==> src/rtl/integer_to_ascii_formatter_assert.svh <==
// Assertion macros for the integer to ASCII formatter.
// Used by the top level only; expects signals clk and rst in scope.
`ifndef INTEGER_TO_ASCII_FORMATTER_ASSERT_SVH
`define INTEGER_TO_ASCII_FORMATTER_ASSERT_SVH

// Same-cycle implication, checked outside reset
`define ITOA_ASSERT_NOW(lbl, ante, cons, msg) \
  lbl: assert property (@(posedge clk) disable iff (rst) (ante) |-> (cons)) else $error(msg);

// Next-cycle implication, checked outside reset
`define ITOA_ASSERT_NEXT(lbl, ante, cons, msg) \
  lbl: assert property (@(posedge clk) disable iff (rst) (ante) |=> (cons)) else $error(msg);

`endif

==> src/rtl/itoa_pkg.sv <==
// Shared types, codes and helpers for the integer to ASCII formatter.
// No dependencies.
`timescale 1ns / 1ps
`default_nettype none

package itoa_pkg;

  // Conversion codes
  localparam logic [2:0] CONV_BIN  = 3'd0;
  localparam logic [2:0] CONV_SDEC = 3'd1;
  localparam logic [2:0] CONV_OCT  = 3'd2;
  localparam logic [2:0] CONV_UDEC = 3'd3;
  localparam logic [2:0] CONV_HEXL = 3'd4;
  localparam logic [2:0] CONV_HEXU = 3'd5;
  localparam logic [2:0] CONV_CHAR = 3'd6;
  localparam logic [2:0] CONV_NONE = 3'd7;

  // ASCII characters
  localparam logic [7:0] CH_ZERO  = 8'h30;
  localparam logic [7:0] CH_UPA   = 8'h41;
  localparam logic [7:0] CH_LOWA  = 8'h61;
  localparam logic [7:0] CH_MINUS = 8'h2D;
  localparam logic [7:0] CH_SPACE = 8'h20;

  // Field width counters (width up to 63)
  localparam int FIELD_W = 6;
  // Digit counters: covers the digit register for values up to 64 bits (84 slots)
  localparam int CNT_W = 7;

  typedef struct packed {
    logic [31:0] value;
    logic [2:0]  conversion;
    logic [5:0]  width;
    logic        left_adjust;
    logic        zero_pad;
  } item_t;

  typedef struct packed {
    logic [7:0] character;
    logic       last;
  } result_t;

  // Digit generator to emitter: digits ready, sign, significant digit count
  typedef struct packed {
    logic             done;
    logic             neg;
    logic [CNT_W-1:0] nd;
  } digit_info_t;

  // One digit (0..15) to its ASCII character
  function automatic logic [7:0] digit_ascii(input logic [3:0] digit, input logic upper);
    logic [7:0] d8;
    d8 = {4'b0000, digit};
    if (digit <= 4'd9) begin
      digit_ascii = CH_ZERO + d8;
    end else if (upper) begin
      digit_ascii = CH_UPA + d8 - 8'd10;
    end else begin
      digit_ascii = CH_LOWA + d8 - 8'd10;
    end
  endfunction

endpackage

`default_nettype wire

==> src/rtl/itoa_digits.sv <==
// Digit generator: bit-serial binary to BCD (double dabble) for decimal, then a
// digit shift register that strips leading zeros and pops digits MSB first.
// Depends on itoa_pkg.
`timescale 1ns / 1ps
`default_nettype none

module itoa_digits import itoa_pkg::*; #(
  parameter int VALUE_BITS = 32
) (
  input  wire logic        clk,
  input  wire logic        rst,
  input  wire logic        load,
  input  wire logic [31:0] value,
  input  wire logic [2:0]  conversion,
  input  wire logic        pop,
  output digit_info_t      info,
  output logic [7:0]       digit_char
);

  // Decimal digits for VALUE_BITS bits: floor(bits * log10(2)) + 1
  localparam int NBCD  = (VALUE_BITS * 1233) / 4096 + 1;
  localparam int BCDW  = NBCD * 4;
  localparam int RAWW  = (VALUE_BITS > BCDW) ? VALUE_BITS : BCDW;
  // Multiple of 12 so 1-, 3- and 4-bit digits all tile the register
  localparam int DRW   = ((RAWW + 11) / 12) * 12;
  localparam int SLOTS1 = DRW;
  localparam int SLOTS3 = DRW / 3;
  localparam int SLOTS4 = DRW / 4;
  localparam int BCW   = $clog2(VALUE_BITS + 1);

  typedef enum logic [1:0] {D_IDLE, D_DABBLE, D_STRIP, D_HOLD} dstate_t;
  typedef enum logic [1:0] {DSZ_1, DSZ_3, DSZ_4} dsz_t;

  dstate_t               state;
  dsz_t                  dsz;
  logic [DRW-1:0]        dr;
  logic [VALUE_BITS-1:0] src;
  logic [BCW-1:0]        bit_cnt;
  logic [CNT_W-1:0]      rem;
  logic                  neg;
  logic                  upper;
  logic                  is_char;
  logic [7:0]            chr;
  logic                  done;

  logic [VALUE_BITS+31:0] val_ext;
  logic [VALUE_BITS-1:0]  val_vb;
  logic                   is_neg;
  logic [VALUE_BITS-1:0]  mag;
  logic [DRW+VALUE_BITS-1:0] mag_wide;
  logic [DRW-1:0]         mag_ext;
  logic [BCDW-1:0]        bcd_adj;
  logic [BCDW-1:0]        bcd_next;
  logic [DRW+BCDW-1:0]    bcd_wide;
  logic [3:0]             digit;
  logic [DRW-1:0]         dr_shift;

  // Operand: low VALUE_BITS of the argument, magnitude for negative signed decimal
  always_comb begin
    val_ext  = {{VALUE_BITS{1'b0}}, value};
    val_vb   = val_ext[VALUE_BITS-1:0];
    is_neg   = (conversion == CONV_SDEC) && val_vb[VALUE_BITS-1];
    mag      = is_neg ? (~val_vb + {{(VALUE_BITS-1){1'b0}}, 1'b1}) : val_vb;
    mag_wide = {{DRW{1'b0}}, mag};
    mag_ext  = mag_wide[DRW-1:0];
  end

  // Double dabble step: add 3 to every BCD digit >= 5, then shift in the next bit
  always_comb begin
    for (int k = 0; k < NBCD; k++) begin
      bcd_adj[4*k +: 4] = (dr[4*k +: 4] >= 4'd5) ? dr[4*k +: 4] + 4'd3 : dr[4*k +: 4];
    end
    bcd_next = {bcd_adj[BCDW-2:0], src[VALUE_BITS-1]};
    bcd_wide = {{DRW{1'b0}}, bcd_next};
  end

  // Top digit and one-digit shift for the current radix
  always_comb begin
    unique case (dsz)
      DSZ_1: begin
        digit    = {3'b000, dr[DRW-1]};
        dr_shift = {dr[DRW-2:0], 1'b0};
      end
      DSZ_3: begin
        digit    = {1'b0, dr[DRW-1 -: 3]};
        dr_shift = {dr[DRW-4:0], 3'b000};
      end
      default: begin
        digit    = dr[DRW-1 -: 4];
        dr_shift = {dr[DRW-5:0], 4'b0000};
      end
    endcase
  end

  // Sequencer and digit registers
  always_ff @(posedge clk) begin
    if (rst) begin
      state <= D_IDLE;
      done  <= 1'b0;
    end else begin
      done <= 1'b0;
      if (load) begin
        neg     <= is_neg;
        upper   <= (conversion == CONV_HEXU);
        is_char <= (conversion == CONV_CHAR);
        chr     <= value[7:0];
        unique case (conversion)
          CONV_CHAR: begin
            dsz   <= DSZ_4;
            rem   <= CNT_W'(1);
            state <= D_HOLD;
            done  <= 1'b1;
          end
          CONV_SDEC, CONV_UDEC: begin
            src     <= mag;
            dr      <= '0;
            bit_cnt <= BCW'(VALUE_BITS);
            dsz     <= DSZ_4;
            state   <= D_DABBLE;
          end
          CONV_BIN: begin
            dr    <= mag_ext;
            dsz   <= DSZ_1;
            rem   <= CNT_W'(SLOTS1);
            state <= D_STRIP;
          end
          CONV_OCT: begin
            dr    <= mag_ext;
            dsz   <= DSZ_3;
            rem   <= CNT_W'(SLOTS3);
            state <= D_STRIP;
          end
          CONV_HEXL, CONV_HEXU: begin
            dr    <= mag_ext;
            dsz   <= DSZ_4;
            rem   <= CNT_W'(SLOTS4);
            state <= D_STRIP;
          end
          default: begin
            state <= D_IDLE;
          end
        endcase
      end else begin
        unique case (state)
          D_DABBLE: begin
            dr      <= bcd_wide[DRW-1:0];
            src     <= {src[VALUE_BITS-2:0], 1'b0};
            bit_cnt <= bit_cnt - BCW'(1);
            if (bit_cnt == BCW'(1)) begin
              rem   <= CNT_W'(SLOTS4);
              state <= D_STRIP;
            end
          end
          // Drop leading zero digits, keep at least one
          D_STRIP: begin
            if (digit == 4'd0 && rem > CNT_W'(1)) begin
              dr  <= dr_shift;
              rem <= rem - CNT_W'(1);
            end else begin
              state <= D_HOLD;
              done  <= 1'b1;
            end
          end
          D_HOLD: begin
            if (pop) begin
              dr <= dr_shift;
            end
          end
          default: begin
          end
        endcase
      end
    end
  end

  assign info       = '{done: done, neg: neg, nd: rem};
  assign digit_char = is_char ? chr : digit_ascii(digit, upper);

endmodule

`default_nettype wire

==> src/rtl/itoa_emit.sv <==
// Field emitter: sizes the padding and sends sign, padding and digits one
// character per cycle, MSB digit first. Depends on itoa_pkg.
`timescale 1ns / 1ps
`default_nettype none

module itoa_emit import itoa_pkg::*; #(
  parameter int MAX_WIDTH = 63
) (
  input  wire logic               clk,
  input  wire logic               rst,
  input  wire digit_info_t        info,
  input  wire logic [FIELD_W-1:0] width_sat,
  input  wire logic               left_adjust,
  input  wire logic               zero_pad,
  input  wire logic [7:0]         digit_char,
  output logic                    pop,
  output logic                    strobe,
  output result_t                 result
);

  typedef enum logic {E_IDLE, E_RUN} estate_t;
  typedef enum logic [1:0] {SEL_SIGN, SEL_PAD, SEL_DIG} sel_t;

  estate_t            state;
  logic               sign_pend;
  logic [FIELD_W-1:0] pad;
  logic [CNT_W-1:0]   dig_rem;
  logic [FIELD_W-1:0] tot_rem;
  logic               left_m;
  logic               zpad_m;

  logic [CNT_W-1:0]   body;
  logic [CNT_W-1:0]   w_ext;
  logic [CNT_W-1:0]   total;
  logic [CNT_W-1:0]   pad_diff;
  logic [FIELD_W-1:0] pad_n;
  logic [FIELD_W-1:0] tot_n;
  sel_t               sel;
  logic [7:0]         ch;

  // Field size: body = digits + sign, padded up to width, cut at MAX_WIDTH
  always_comb begin
    body     = info.nd + CNT_W'(info.neg);
    w_ext    = CNT_W'(width_sat);
    total    = (body > w_ext) ? body : w_ext;
    pad_diff = w_ext - body;
    pad_n    = (body >= w_ext) ? '0 : pad_diff[FIELD_W-1:0];
    tot_n    = (total > CNT_W'(MAX_WIDTH)) ? FIELD_W'(MAX_WIDTH) : total[FIELD_W-1:0];
  end

  // Which piece comes next, by alignment mode
  always_comb begin
    if (left_m) begin
      priority if (sign_pend) sel = SEL_SIGN;
      else if (dig_rem != '0) sel = SEL_DIG;
      else                    sel = SEL_PAD;
    end else if (zpad_m) begin
      priority if (sign_pend) sel = SEL_SIGN;
      else if (pad != '0)     sel = SEL_PAD;
      else                    sel = SEL_DIG;
    end else begin
      priority if (pad != '0) sel = SEL_PAD;
      else if (sign_pend)     sel = SEL_SIGN;
      else                    sel = SEL_DIG;
    end
    unique case (sel)
      SEL_SIGN: ch = CH_MINUS;
      SEL_PAD:  ch = zpad_m ? CH_ZERO : CH_SPACE;
      default:  ch = digit_char;
    endcase
    pop = (state == E_RUN) && (sel == SEL_DIG);
  end

  // Sequencer and registered result
  always_ff @(posedge clk) begin
    if (rst) begin
      state  <= E_IDLE;
      strobe <= 1'b0;
    end else begin
      strobe <= 1'b0;
      unique case (state)
        E_IDLE: begin
          if (info.done) begin
            sign_pend <= info.neg;
            pad       <= pad_n;
            dig_rem   <= info.nd;
            tot_rem   <= tot_n;
            left_m    <= left_adjust;
            zpad_m    <= zero_pad && !left_adjust;
            state     <= E_RUN;
          end
        end
        default: begin
          strobe           <= 1'b1;
          result.character <= ch;
          result.last      <= (tot_rem == FIELD_W'(1));
          unique case (sel)
            SEL_SIGN: sign_pend <= 1'b0;
            SEL_PAD:  pad       <= pad - FIELD_W'(1);
            default:  dig_rem   <= dig_rem - CNT_W'(1);
          endcase
          tot_rem <= tot_rem - FIELD_W'(1);
          if (tot_rem == FIELD_W'(1)) begin
            state <= E_IDLE;
          end
        end
      endcase
    end
  end

endmodule

`default_nettype wire

==> src/rtl/integer_to_ascii_formatter.sv <==
// Top level of the integer to ASCII formatter (printf-style integer field).
// Depends on itoa_pkg, itoa_digits, itoa_emit and the assertion macro header.
//
//  channel   direction  transfer when         payload
//  item      in         start && !busy        item_t   (value, conversion, width, flags)
//  result    out        strobe                result_t (character, last)
//
// Per item: a load, then for decimal the serial binary-to-BCD shift over VALUE_BITS bits,
// then a leading zero strip in the digit shift register (DRW, the register holding the
// digits), a sizing step, one character per cycle, and the registered last character
// before busy drops. Code 7 produces nothing and leaves busy low.
// Synchronous active-high reset clears the sequencers and busy; results cannot be stalled.
`timescale 1ns / 1ps
`default_nettype none
`include "integer_to_ascii_formatter_assert.svh"

module integer_to_ascii_formatter import itoa_pkg::*; #(
  parameter int VALUE_BITS = 32,
  parameter int MAX_WIDTH  = 63
) (
  input  wire logic  clk,
  input  wire logic  rst,
  input  wire logic  start,
  input  wire item_t item,
  output logic       busy,
  output logic       strobe,
  output result_t    result
);

  logic               accept;
  logic               load;
  logic [FIELD_W-1:0] width_q;
  logic               left_q;
  logic               zpad_q;
  digit_info_t        info;
  logic [7:0]         digit_char;
  logic               pop;

  assign accept = start && !busy;
  assign load   = accept && (item.conversion != CONV_NONE);

  // Busy from accepted conversion until its last character
  always_ff @(posedge clk) begin
    if (rst) begin
      busy <= 1'b0;
    end else if (load) begin
      busy <= 1'b1;
    end else if (strobe && result.last) begin
      busy <= 1'b0;
    end
  end

  // Field options, width saturated at MAX_WIDTH
  always_ff @(posedge clk) begin
    if (load) begin
      width_q <= (item.width > FIELD_W'(MAX_WIDTH)) ? FIELD_W'(MAX_WIDTH) : item.width;
      left_q  <= item.left_adjust;
      zpad_q  <= item.zero_pad && (item.conversion != CONV_CHAR);
    end
  end

  itoa_digits #(
    .VALUE_BITS(VALUE_BITS)
  ) u_digits (
    .clk        (clk),
    .rst        (rst),
    .load       (load),
    .value      (item.value),
    .conversion (item.conversion),
    .pop        (pop),
    .info       (info),
    .digit_char (digit_char)
  );

  itoa_emit #(
    .MAX_WIDTH(MAX_WIDTH)
  ) u_emit (
    .clk         (clk),
    .rst         (rst),
    .info        (info),
    .width_sat   (width_q),
    .left_adjust (left_q),
    .zero_pad    (zpad_q),
    .digit_char  (digit_char),
    .pop         (pop),
    .strobe      (strobe),
    .result      (result)
  );

  // Checks
  `ITOA_ASSERT_NOW(a_strobe_busy, strobe, busy, "result transfer while not busy")
  `ITOA_ASSERT_NEXT(a_last_ends, strobe && result.last, !strobe, "character after last")
  `ITOA_ASSERT_NEXT(a_load_busy, load, busy, "accepted conversion did not set busy")
  `ITOA_ASSERT_NEXT(a_none_idle, accept && item.conversion == CONV_NONE, !busy,
                    "unused code left block busy")

endmodule

`default_nettype wire
==> config.mk <==
export PLATFORM = sky130hd
export DESIGN_NAME = integer_to_ascii_formatter
export DESIGN_NICKNAME = d
export VERILOG_FILES = /design/src/rtl/itoa_pkg.sv /design/src/rtl/itoa_digits.sv /design/src/rtl/itoa_emit.sv /design/src/rtl/integer_to_ascii_formatter.sv
export VERILOG_INCLUDE_DIRS = /design/src /design/src/rtl
export SDC_FILE = /design/constraint.sdc
export NUM_CORES = 1
export LEC_CHECK = 0
export BUFFER_PORTS_ARGS = -buffer_cell sky130_fd_sc_hd__buf_4
export CAP_MARGIN = 20
export CORE_UTILIZATION = 40
export DETAILED_ROUTE_END_ITERATION = 7
export PLACE_DENSITY = 0.61
export SYNTH_ARGS = -nofsm -noshare
export SYNTH_HDL_FRONTEND = slang
export SYNTH_HIERARCHICAL = 1
export SYNTH_SLANG_ARGS = --single-unit
export TNS_END_PERCENT = 1
==> constraint.sdc <==
create_clock -name clk -period 10.25 [get_ports clk]
set_input_delay 0.5125 -clock clk [delete_from_list [all_inputs] [get_ports clk]]
set_output_delay 0.5125 -clock clk [all_outputs]
set_load 0.02 [all_outputs]
* After elaboration in Yosys (flattened, before gate mapping)
Index checks and enable logic that the tools add are counted.
W data, S select, Z words.
** Storage, ports and cells
- Register bits after elaboration :: 151
- Input bits :: 46
- Word-level logic and storage cells :: 204
** Operators by class
- Add/subtract/negate cells :: 23
- Magnitude comparators :: 16
- Equality and inequality tests :: 26
- Mux-type cells :: 72
- Bitwise logic cells :: 3
- Reductions and logical operators :: 39
** Operator list (count)
- $pmux W48 S2 :: 2
- $mux W48 :: 3
- $pmux W48 S3 :: 1
- $mux W32 :: 4
- $mux W6 :: 10
- $mux W7 :: 7
- $ge A4 B3 Y1 const B :: 10
- $add A4 B2 Y4 const B :: 9
- $mux W4 :: 9
- $add A32 B1 Y32 const B :: 1
- $not A32 Y32 :: 1
- $pmux W7 S4 :: 1
- $mux W8 :: 3
- $mux W2 :: 11
- $reduce_and A3 Y1 :: 7
- $sub A6 B1 Y6 const B :: 3
- $add A7 B4 Y8 const A :: 2
- $pmux W8 S2 :: 1
- $sub A8 B4 Y8 const B :: 2
- $pmux W7 S2 :: 1
- $sub A7 B1 Y7 const B :: 2
- $mux W1 :: 13
- $eq A6 B1 Y1 const B :: 2
- $ne A3 B3 Y1 const B :: 4
- other kinds (40) :: 70

* Longest topological paths before layout
Gate-level depths: netlist (run 1).
- Depth in word-level cells :: 10
- Gate-level depth with buffers :: 11

* Hierarchy
Netlist (run 1), hierarchy kept.
** By module, submodules not included
- itoa_digits :: instances 1, cells each 846, area an instance 7698.6 um^2, seq. area each 3243.1 um^2
- itoa_emit :: instances 1, cells each 207, area an instance 2167.1 um^2, seq. area each 970.9 um^2
- integer_to_ascii_formatter :: instances 1, cells each 23, area an instance 352.8 um^2, seq. area each 260.2 um^2

* Worst setup path before layout (run 1)
OpenSTA, ideal clock, no wires.
- Kind :: input to register
- Start point :: in item[10] (netlist bit)
- End point :: reg u_digits.bit_cnt[0], enable pin
- Data arrival time :: 3.434 ns
- Required time :: 9.817 ns
- Setup slack :: 6.382 ns
- Stages :: 6
- Buffers on the path :: 2
- Cells stage by stage :: and3_4 > nor2_1 > clkbuf_1 > clkbuf_1 > mux2i_1 > nor2_1
** On the way
- Longest elaborated chain between the ends :: 4
- Elaborated cells between the ends (all ways) :: 8
** RTL lines
- start: declaration :: line integer_to_ascii_formatter.sv:24 : input wire item_t item,
- $ne A3 B3 Y1 * :: line integer_to_ascii_formatter.sv:40 : assign load = accept && (item.conversion != CONV_NONE);
- $logic_and A1 B1 Y1 * :: line integer_to_ascii_formatter.sv:40
- net load :: line integer_to_ascii_formatter.sv:31 : logic load;
- $ne A2 B1 Y1 (no line) / $reduce_bool A2 Y1 (equally long branches)
- $reduce_and A3 Y1 (no line) *
- end signal: assignment :: line itoa_digits.sv:117 : bit_cnt <= BCW'(VALUE_BITS);
- end signal: assignment :: line itoa_digits.sv:148 : bit_cnt <= bit_cnt - BCW'(1);
- end: declaration :: line itoa_digits.sv:38 : logic [BCW-1:0] bit_cnt;
Mark *: on every way through the listed nets, which the timed path passes. The rest lies on a longest branch.
A chain may end at the register's enable or synchronous reset.

* Worst setup path in the final report (run 1)
- Start point :: reg busy
- End point :: reg u_digits.dr[34], enable pin
** On the way
- Longest elaborated chain between the ends :: 5
- Elaborated cells between the ends (all ways) :: 8
** RTL lines
- start: declaration :: line integer_to_ascii_formatter.sv:25 : output logic busy,
- start signal: assignment :: line integer_to_ascii_formatter.sv:45 : busy <= 1'b0;
- start signal: assignment :: line integer_to_ascii_formatter.sv:47 : busy <= 1'b1;
- start signal: assignment :: line integer_to_ascii_formatter.sv:49 : busy <= 1'b0;
- $logic_not A1 Y1 * :: line integer_to_ascii_formatter.sv:39 : assign accept = start && !busy;
- $logic_and A1 B1 Y1 * :: line integer_to_ascii_formatter.sv:39
- $logic_and A1 B1 Y1 * :: line integer_to_ascii_formatter.sv:40
- net load :: line integer_to_ascii_formatter.sv:31
- $ne A3 B3 Y1 (no line), or another cell as far along
- $reduce_and A5 Y1 (no line) *
- end signal: assignment :: line itoa_digits.sv:146 : dr <= bcd_wide[DRW-1:0];
- end signal: assignment :: line itoa_digits.sv:157 : dr <= dr_shift;
- end signal: assignment :: line itoa_digits.sv:166 : dr <= dr_shift;
- end: declaration :: line itoa_digits.sv:36 : logic [DRW-1:0] dr;
Marked as above.

==> reports/metrics.csv, run 1 <==
stage;metric;value;unit
outcome;status;finished, final reports clean;
timing;Final Worst Setup Slack;6.75;ns
yosys;Syn Nets;1171;
setup_path;CP Capture Type;register;
setup_path;R2R depth;8;
drt;Remaining DRCs;0;
yosys;mapped cell area;0.0102;mm²
grt;total global routing overflow;0;
layout;most frequent cells in the layout;145 x edfxtp_1, 110 x nor2_1, 94 x a21oi_1, 88 x nand2_1, 65 x buf_4;
yosys;top cell type's share of synthesized area;42.6;%
timing;Final Hold Viols;0;
drt;DR vias/cell;5.45;
clocking;clk sinks;151;
yosys;Cell variety after synth;72;
setup_path;r2r endpoint;u_digits/dr[34]$_SDFFCE_PP0P_;
timing;Fmax;285;MHz
timing;Fin Clk Skew;0.0139;ns
placement;pre-CTS setup slack;6.40;ns
grt;first-pass GRT wire length;38900;µm
floorplanning;die width;162;µm
grt;antenna violations before repair;0;
setup_path;Worst EP required;10.29;ns
clocking;CTS Hold Bufs;0;
yosys;Post-Synthesis Cells;1076;
clocking;CTS max path bufs;2;
setup_path;Worst path most repeated cell;buf_4;
layout;commonest non-fill, non-tap cell in the layout;edfxtp_1;
pwr;PwrDens;168;mW/mm²
setup_path;CP startpoint kind;register;
grt;pin count of the biggest net entering global routing;92;
floorplanning;Ports;57;
setup_path;Reg2Reg Launch Point;busy$_SDFFE_PP0P_;
floorplanning;Initial Util;40.7;%
pwr;Leakage Power;4.36;nW
layout;Layout fillers;2406;
drt;Avg WL per Cell;16.5;µm
worst_hold_path;Worst Hold Path EP;width_q[4]$_SDFFCE_PN1P_;
clocking;Post-CTS Resized;0;
setup_path;Critical Path Fanout Max;84;
yosys;top cells by area, synth;edfxtp_1 43%, mux2i_1 6.0%, ha_1 5.9%;
setup_path;Critical-path top delay cell;buf_4;
timing;worst slew pin tran;0.973;ns
floorplanning;Die H;162;µm
timing;worst-case hold slack;0.262;ns
drt;DRT iter0 DRCs;653;
timing;Tmin final;3.50;ns
placement;DP HPWL;15900;µm
floorplanning;die area;0.0262;mm²
floorplanning;Site Rows;58;
yosys;Synth area leader;edfxtp_1;
yosys;number of flops mapped to enable cells by yosys;145;
drt;via count;7848;
drt;drt pass-1 iters;5;
floorplanning;Core ar.;0.0251;mm²
drt;Final ANT Viol Nets;0;
placement;placed cells;1406;
grt;number of global-route vias before repair;7504;
worst_hold_path;Hold Path Origin;item[6];
yosys;ys flop type;edfxtp_1;
setup_path;R2R setup slack;6.75;ns
yosys;Ys Warns;6;
setup_path;CP arrival;3.55;ns
clocking;worst-skew pair later-pin latency;0.42;ns
grt;GRT Util Overall;18.5;%
placement;PortBufs;56;
worst_hold_path;Hold Path Depth;1;
layout;layout cells sized above 1;11.4;%
clocking;CTS tree;built;
setup_path;CP peak stage delay;0.78;ns
yosys;asr flop ratio synth;0;%
worst_hold_path;Hold WC Path Type;primary input to register;
clocking;clk slew on worst S/H paths;0.07;ns
pwr;Max IR drop VDD;0.103;mV
yosys;Seq/Total Area, Yosys;43.8;%
timing;fin. max-slew vios;0;
yosys;Avg Cell Area, Syn;9.50;µm²
setup_path;CP Class;register to register;
layout;area delta synth->final;12.9;%
setup_path;CP cell instances;nand2b_4 > nor2_4 > buf_4 > buf_4 > nor2b_1 > nand2_1 > and2_2 > buf_4;
clocking;Clock H-tree levels;4;
timing;TNS Setup;0;ns
yosys;synthesized flop and latch total;151;
timing;setup violators final;0;
drt;Total Wirelength;23700;µm
timing;unrepaired setup endpoints after global routing;no;
timing;Rel. slew slack;34.7;%
timing;Final period util;34.2;%
layout;Total Nets Final;1193;
clocking;post-CTS setup buffer count;0;
clocking;CTS Buf Count;17;
flow_run;max-cap violations;0;
clocking;clock tree root buffer cell;clkbuf_16;
layout;Diodes inserted;0;
placement;gp weighted congestion;0.840;
layout;Post-Layout Cell Count;1440;
-- final cells by class --
| type | count | area (µm²) | share of cell area, % |
|---|---|---|---|
| clock buffers | 17 | 425 | 3.69 |
| clock inverters | 14 | 198 | 1.71 |
| inverters | 64 | 240 | 2.08 |
| multi-input cells | 797 | 5270 | 45.7 |
| flip-flops and latches | 151 | 4470 | 38.8 |
| well taps | 330 | 413 | 3.58 |
| repair buffers | 67 | 515 | 4.47 |
-- logic make-up (layout without fill, tap and decap cells) --
kind of cell	count (synthesis)	in the layout	synth area share, %
AND/OR/NAND/NOR	334	334	15.7
AO/OA/AOI/OAI	278	278	17.0
flip-flops	151	151	43.8
buffers and inverters	128	162	4.89
XOR/XNOR	71	71	6.09
multiplexers	65	65	6.53
adder cells (fa/ha/maj)	49	49	6.07
-- state kept, by name, summed over array words and instances, names as in the netlist, 2 cells and up --
name,count
u_digits/dsz,2
u_emit/pad,6
u_digits/state,2
u_emit/dig_rem,7
width_q,6
u_digits/bit_cnt,6
u_digits/src,32
u_digits/rem,7
u_emit/tot_rem,6
u_emit/result,9
u_digits/chr,8
u_digits/dr,48
-- cells in the mapped netlist, drive strengths merged (15+ instances only) --
| cell type | count |
|---|---|
| a21oi | 97 |
| ha | 48 |
| nand2 | 88 |
| o22ai | 16 |
| nand2b | 16 |
| nor3 | 22 |
| nor2 | 113 |
| clkbuf | 52 |
| o31ai | 15 |
| a22oi | 15 |
| edfxtp | 145 |
| a211oi | 24 |
| xnor2 | 37 |
| o21ai | 66 |
| xor2 | 34 |
| inv | 63 |
| mux2i | 62 |
| nand3 | 25 |
-- worst max-delay path by stage --
stage	start	to	slack, ns
6_report	busy$_SDFFE_PP0P_	u_digits/dr[34]$_SDFFCE_PP0P_	6.75
5_1_grt	busy$_SDFFE_PP0P_	u_digits/dr[34]$_SDFFCE_PP0P_	6.52
4_1_cts	busy$_SDFFE_PP0P_	u_digits/dr[34]$_SDFFCE_PP0P_	6.77
3_5_place_dp	item[10]	u_digits/dr[20]$_DFFE_PP_	6.40
3_3_place_gp	item[10]	u_digits/dr[18]$_DFFE_PP_	6.45
2_1_floorplan	item[10]	u_digits/bit_cnt[0]$_SDFFCE_PP0P_	6.38
-- per-layer routing --
| layer | global-route usage (%) | up-vias | wire [µm] |
|---|---|---|---|
| met1 | 24.7 | 3742 | 11200 |
| li1 | - | 3924 | - |
| met2 | 31.5 | 169 | 11500 |
| met4 | 4.33 | 0 | 203 |
| met3 | 2.89 | 13 | 865 |
| met5 | 0 | - | 0 |
-- report_power, final --
part	switching (mW)	total (mW)	internal, mW
Sequential	0.0655	0.829	0.763
Clock	0.260	0.669	0.409
Combinational	0.256	0.444	0.188
Total	0.582	1.94	1.36
-- stage by stage --
stage                     util [%]  cell area (µm²)  power (mW)
after floorplan                  -            10200        1.16
after global placement        43.3            10900        1.27
after detailed placement      43.3            10900        1.28
after CTS                     45.8            11500        1.96
after global routing          45.9            11500        2.05
final                         45.9            11500        1.94
-- critical path: cells and delay by family, from the launching register on --
kind / cells / cell delay (ns)
buf+inv: 3 / 1.94
flops: 1 / 0.33
simple gates: 5 / 0.76
Note: power is estimated with default switching activity, not from simulation.
==> run 2: changes to the inputs <==
Settings changed: ABC_AREA set to 1.
Clock period 10.25 ns to 3.6 ns, I/O delays scaled along.
==> run 2 against run 1 <==
Net effect:
- critical path depth up 6
- critical endpoint is now u_emit/tot_rem[1]$_DFFE_PP_
- register-to-register slack got worse by 6.0 ns
- fmax rose by 22%
- routed wire length is 16% higher
- sequential power rose to 2.8 times the previous value
- synthesized cell count increased by 26%
- sequential share of layout area down 1.6 points
==> reports/metrics.csv, run 2 <==
stage;metric;value;unit
floorplanning;Ports;57;
worst_hold_path;Hold WC Path Type;primary input to register;
drt;Max Used Layer;met4;
timing;worst slew pin tran;0.718;ns
setup_path;CP arrival;3.05;ns
timing;fin. max-slew vios;0;
placement;gp weighted congestion;0.906;
timing;Tmin final;2.86;ns
grt;total global routing overflow;0;
clocking;Post-CTS Resized;0;
drt;Remaining DRCs;0;
floorplanning;die width;165;µm
placement;PortBufs;56;
drt;DR WL met2;13100;µm
yosys;count leader, synth;nand2_1;
timing;Fin Clk Skew;0.0101;ns
pwr;Leakage Power;5.29;nW
setup_path;CP cell instances;ha_1 > ha_1 > nand3_2 > xor2_1 > inv_1 > ha_1 > nand2_1 > nor2_2 > nand2_1 > nand2_1 > nand2_2 > nand2_2 > nor2_1 > o21a_1;
clocking;CTS max path bufs;2;
placement;pre-CTS setup slack;0.763;ns
timing;Fmax;350;MHz
setup_path;R2R setup slack;0.74;ns
yosys;Synth area leader;edfxtp_1;
layout;max reg flops;48;
setup_path;CP startpoint kind;register;
timing;Final period util;79.4;%
yosys;Post-Synthesis Cells;1356;
yosys;top cell type's share of synthesized area;41.1;%
yosys;ys flop type;edfxtp_1;
timing;Final Hold Viols;0;
floorplanning;Core ar.;0.0260;mm²
layout;Layout fillers;2569;
setup_path;CP Class;register to register;
yosys;number of flops mapped to enable cells by yosys;145;
setup_path;CP Capture Type;register;
timing;Final Worst Setup Slack;0.740;ns
placement;DP HPWL;19700;µm
yosys;Ys Warns;6;
layout;area of the multi-input gates;0.00511;mm²
setup_path;Critical-path top delay cell;edfxtp_1;
clocking;clk slew on worst S/H paths;0.07;ns
pwr;PwrDens;460;mW/mm²
flow_run;max-cap violations;0;
floorplanning;Site Rows;59;
placement;Placed Area;0.0113;mm²
floorplanning;Initial Util;40.7;%
clocking;clk sinks;151;
drt;DRT iter0 DRCs;806;
yosys;commonest cells in the netlist;303 x nand2_1, 189 x inv_1, 145 x edfxtp_1;
floorplanning;Die H;165;µm
timing;Rel. slew slack;52.1;%
layout;Util after Layout;46.3;%
drt;DR vias/cell;5.35;
drt;via count;9386;
layout;Diodes inserted;0;
setup_path;Critical Path Fanout Max;6;
drt;Total Wirelength;27500;µm
clocking;CTS tree;built;
layout;commonest non-fill, non-tap cell in the layout;nand2_1;
yosys;asr flop ratio synth;0;%
layout;Biggest register;u_digits/dr;
floorplanning;die area;0.0271;mm²
grt;number of global-route vias before repair;8830;
drt;Avg WL per Cell;15.7;µm
layout;register area;0.00447;mm²
yosys;Syn Nets;1451;
grt;GRT Util Overall;20.8;%
layout;Final Cell Area;0.0120;mm²
pwr;Max IR drop VDD;0.340;mV
layout;most frequent cells in the layout;303 x nand2_1, 188 x inv_1, 145 x edfxtp_1, 137 x nor2_1, 108 x o21ai_0;
clocking;Clock H-tree levels;4;
yosys;Cell variety after synth;50;
drt;M1 wire length;12400;µm
layout;biggest regs;u_digits/dr (48), u_digits/src (32), u_emit/result (9);
drt;drt pass-1 iters;6;
drt;Final ANT Viol Nets;0;
clocking;worst-skew pair later-pin latency;0.43;ns
setup_path;Worst EP required;3.79;ns
drt;Met3 Routed Length;1450;µm
setup_path;CP peak stage delay;0.47;ns
grt;first-pass GRT wire length;44200;µm
timing;unrepaired setup endpoints after global routing;no;
yosys;synthesized flop and latch total;151;
layout;layout cells sized above 1;10.1;%
yosys;Seq/Total Area, Yosys;42.3;%
yosys;mapped cell area;0.0106;mm²
yosys;top cells by area, synth;edfxtp_1 41%, nand2_1 11%, inv_1 6.7%;
timing;setup violators final;0;
yosys;Avg Cell Area, Syn;7.81;µm²
layout;area delta synth->final;13.5;%
clocking;CTS Buf Count;17;
outcome;status;finished, final reports clean;
layout;Total Nets Final;1503;
clocking;clock tree root buffer cell;clkbuf_16;
grt;pin count of the biggest net entering global routing;65;
grt;antenna violations before repair;0;
-- run 2: critical path: cells and delay by family, from the launching register on --
| kind | cells | cell delay, ns |
|---|---|---|
| AND/OR/NAND/NOR | 8 | 0.86 |
| adder cells (fa/ha/maj) | 3 | 0.84 |
| buffers and inverters | 1 | 0.09 |
| flip-flops | 1 | 0.47 |
| AO/OA/AOI/OAI | 1 | 0.16 |
| XOR/XNOR | 1 | 0.19 |
-- run 2: final timing paths --
check,start,to,depth (start not counted)
setup reg to reg,u_digits/rem[0]$_DFFE_PP_,u_emit/tot_rem[1]$_DFFE_PP_,14
hold reg to reg,left_q$_DFFE_PP_,u_emit/left_m$_DFFE_PP_,0
setup / recovery,u_digits/rem[0]$_DFFE_PP_,u_emit/tot_rem[1]$_DFFE_PP_,14
hold / removal,rst,busy$_SDFFE_PP0P_,2
-- run 2: cell families after synthesis --
group,Yosys count,share of synthesized area (%)
AOI/OAI and AO/OA,289,16.1
xor gates and xnor gates,18,1.67
adders and majority gates,49,5.86
buffers and inverters,247,9.70
DFF,151,42.3
and+or+nand+nor,602,24.4
-- run 2: final cells by class --
cell class | instances | area share [%]
clock buffer | 18 | 3.57
clock inverter | 13 | 1.22
inverter | 193 | 6.05
multi-input combinational | 958 | 42.5
sequential | 151 | 37.2
tap | 335 | 3.49
timing repair buffer | 87 | 5.95
-- run 2: where the power goes --
part	total, mW	internal, mW	switching (mW)
Clock	1.81	1.03	0.780
Combinational	1.43	0.505	0.925
Sequential	2.30	2.18	0.116
-- run 2: stage by stage --
stage / cells / total power [mW] / hold WS (ns) / TNS, ns
final: 1755 / 5.53 / 0.0156 / 0
after global routing: 1755 / 5.85 / 0.00689 / 0
after CTS: 1755 / 5.56 / 0.00260 / 0
after detailed placement: 1709 / 3.73 / 0.360 / 0
after global placement: 1709 / 3.71 / 0.358 / 0
after floorplan: 1356 / 3.35 / 0.242 / -31.50
-- run 2: routing by layer --
layer | track usage (%) | up-vias
li1 | - | 4700
met1 | 26.9 | 4372
met2 | 35.3 | 272
met3 | 3.67 | 42
met4 | 6.55 | 0
met5 | 0 | -
-- run 2: what timing repair did --
action,4_1_cts,5_1_grt
hold buffers,15,0
endpoints found under the hold margin,15,0
setup buffers,0,0
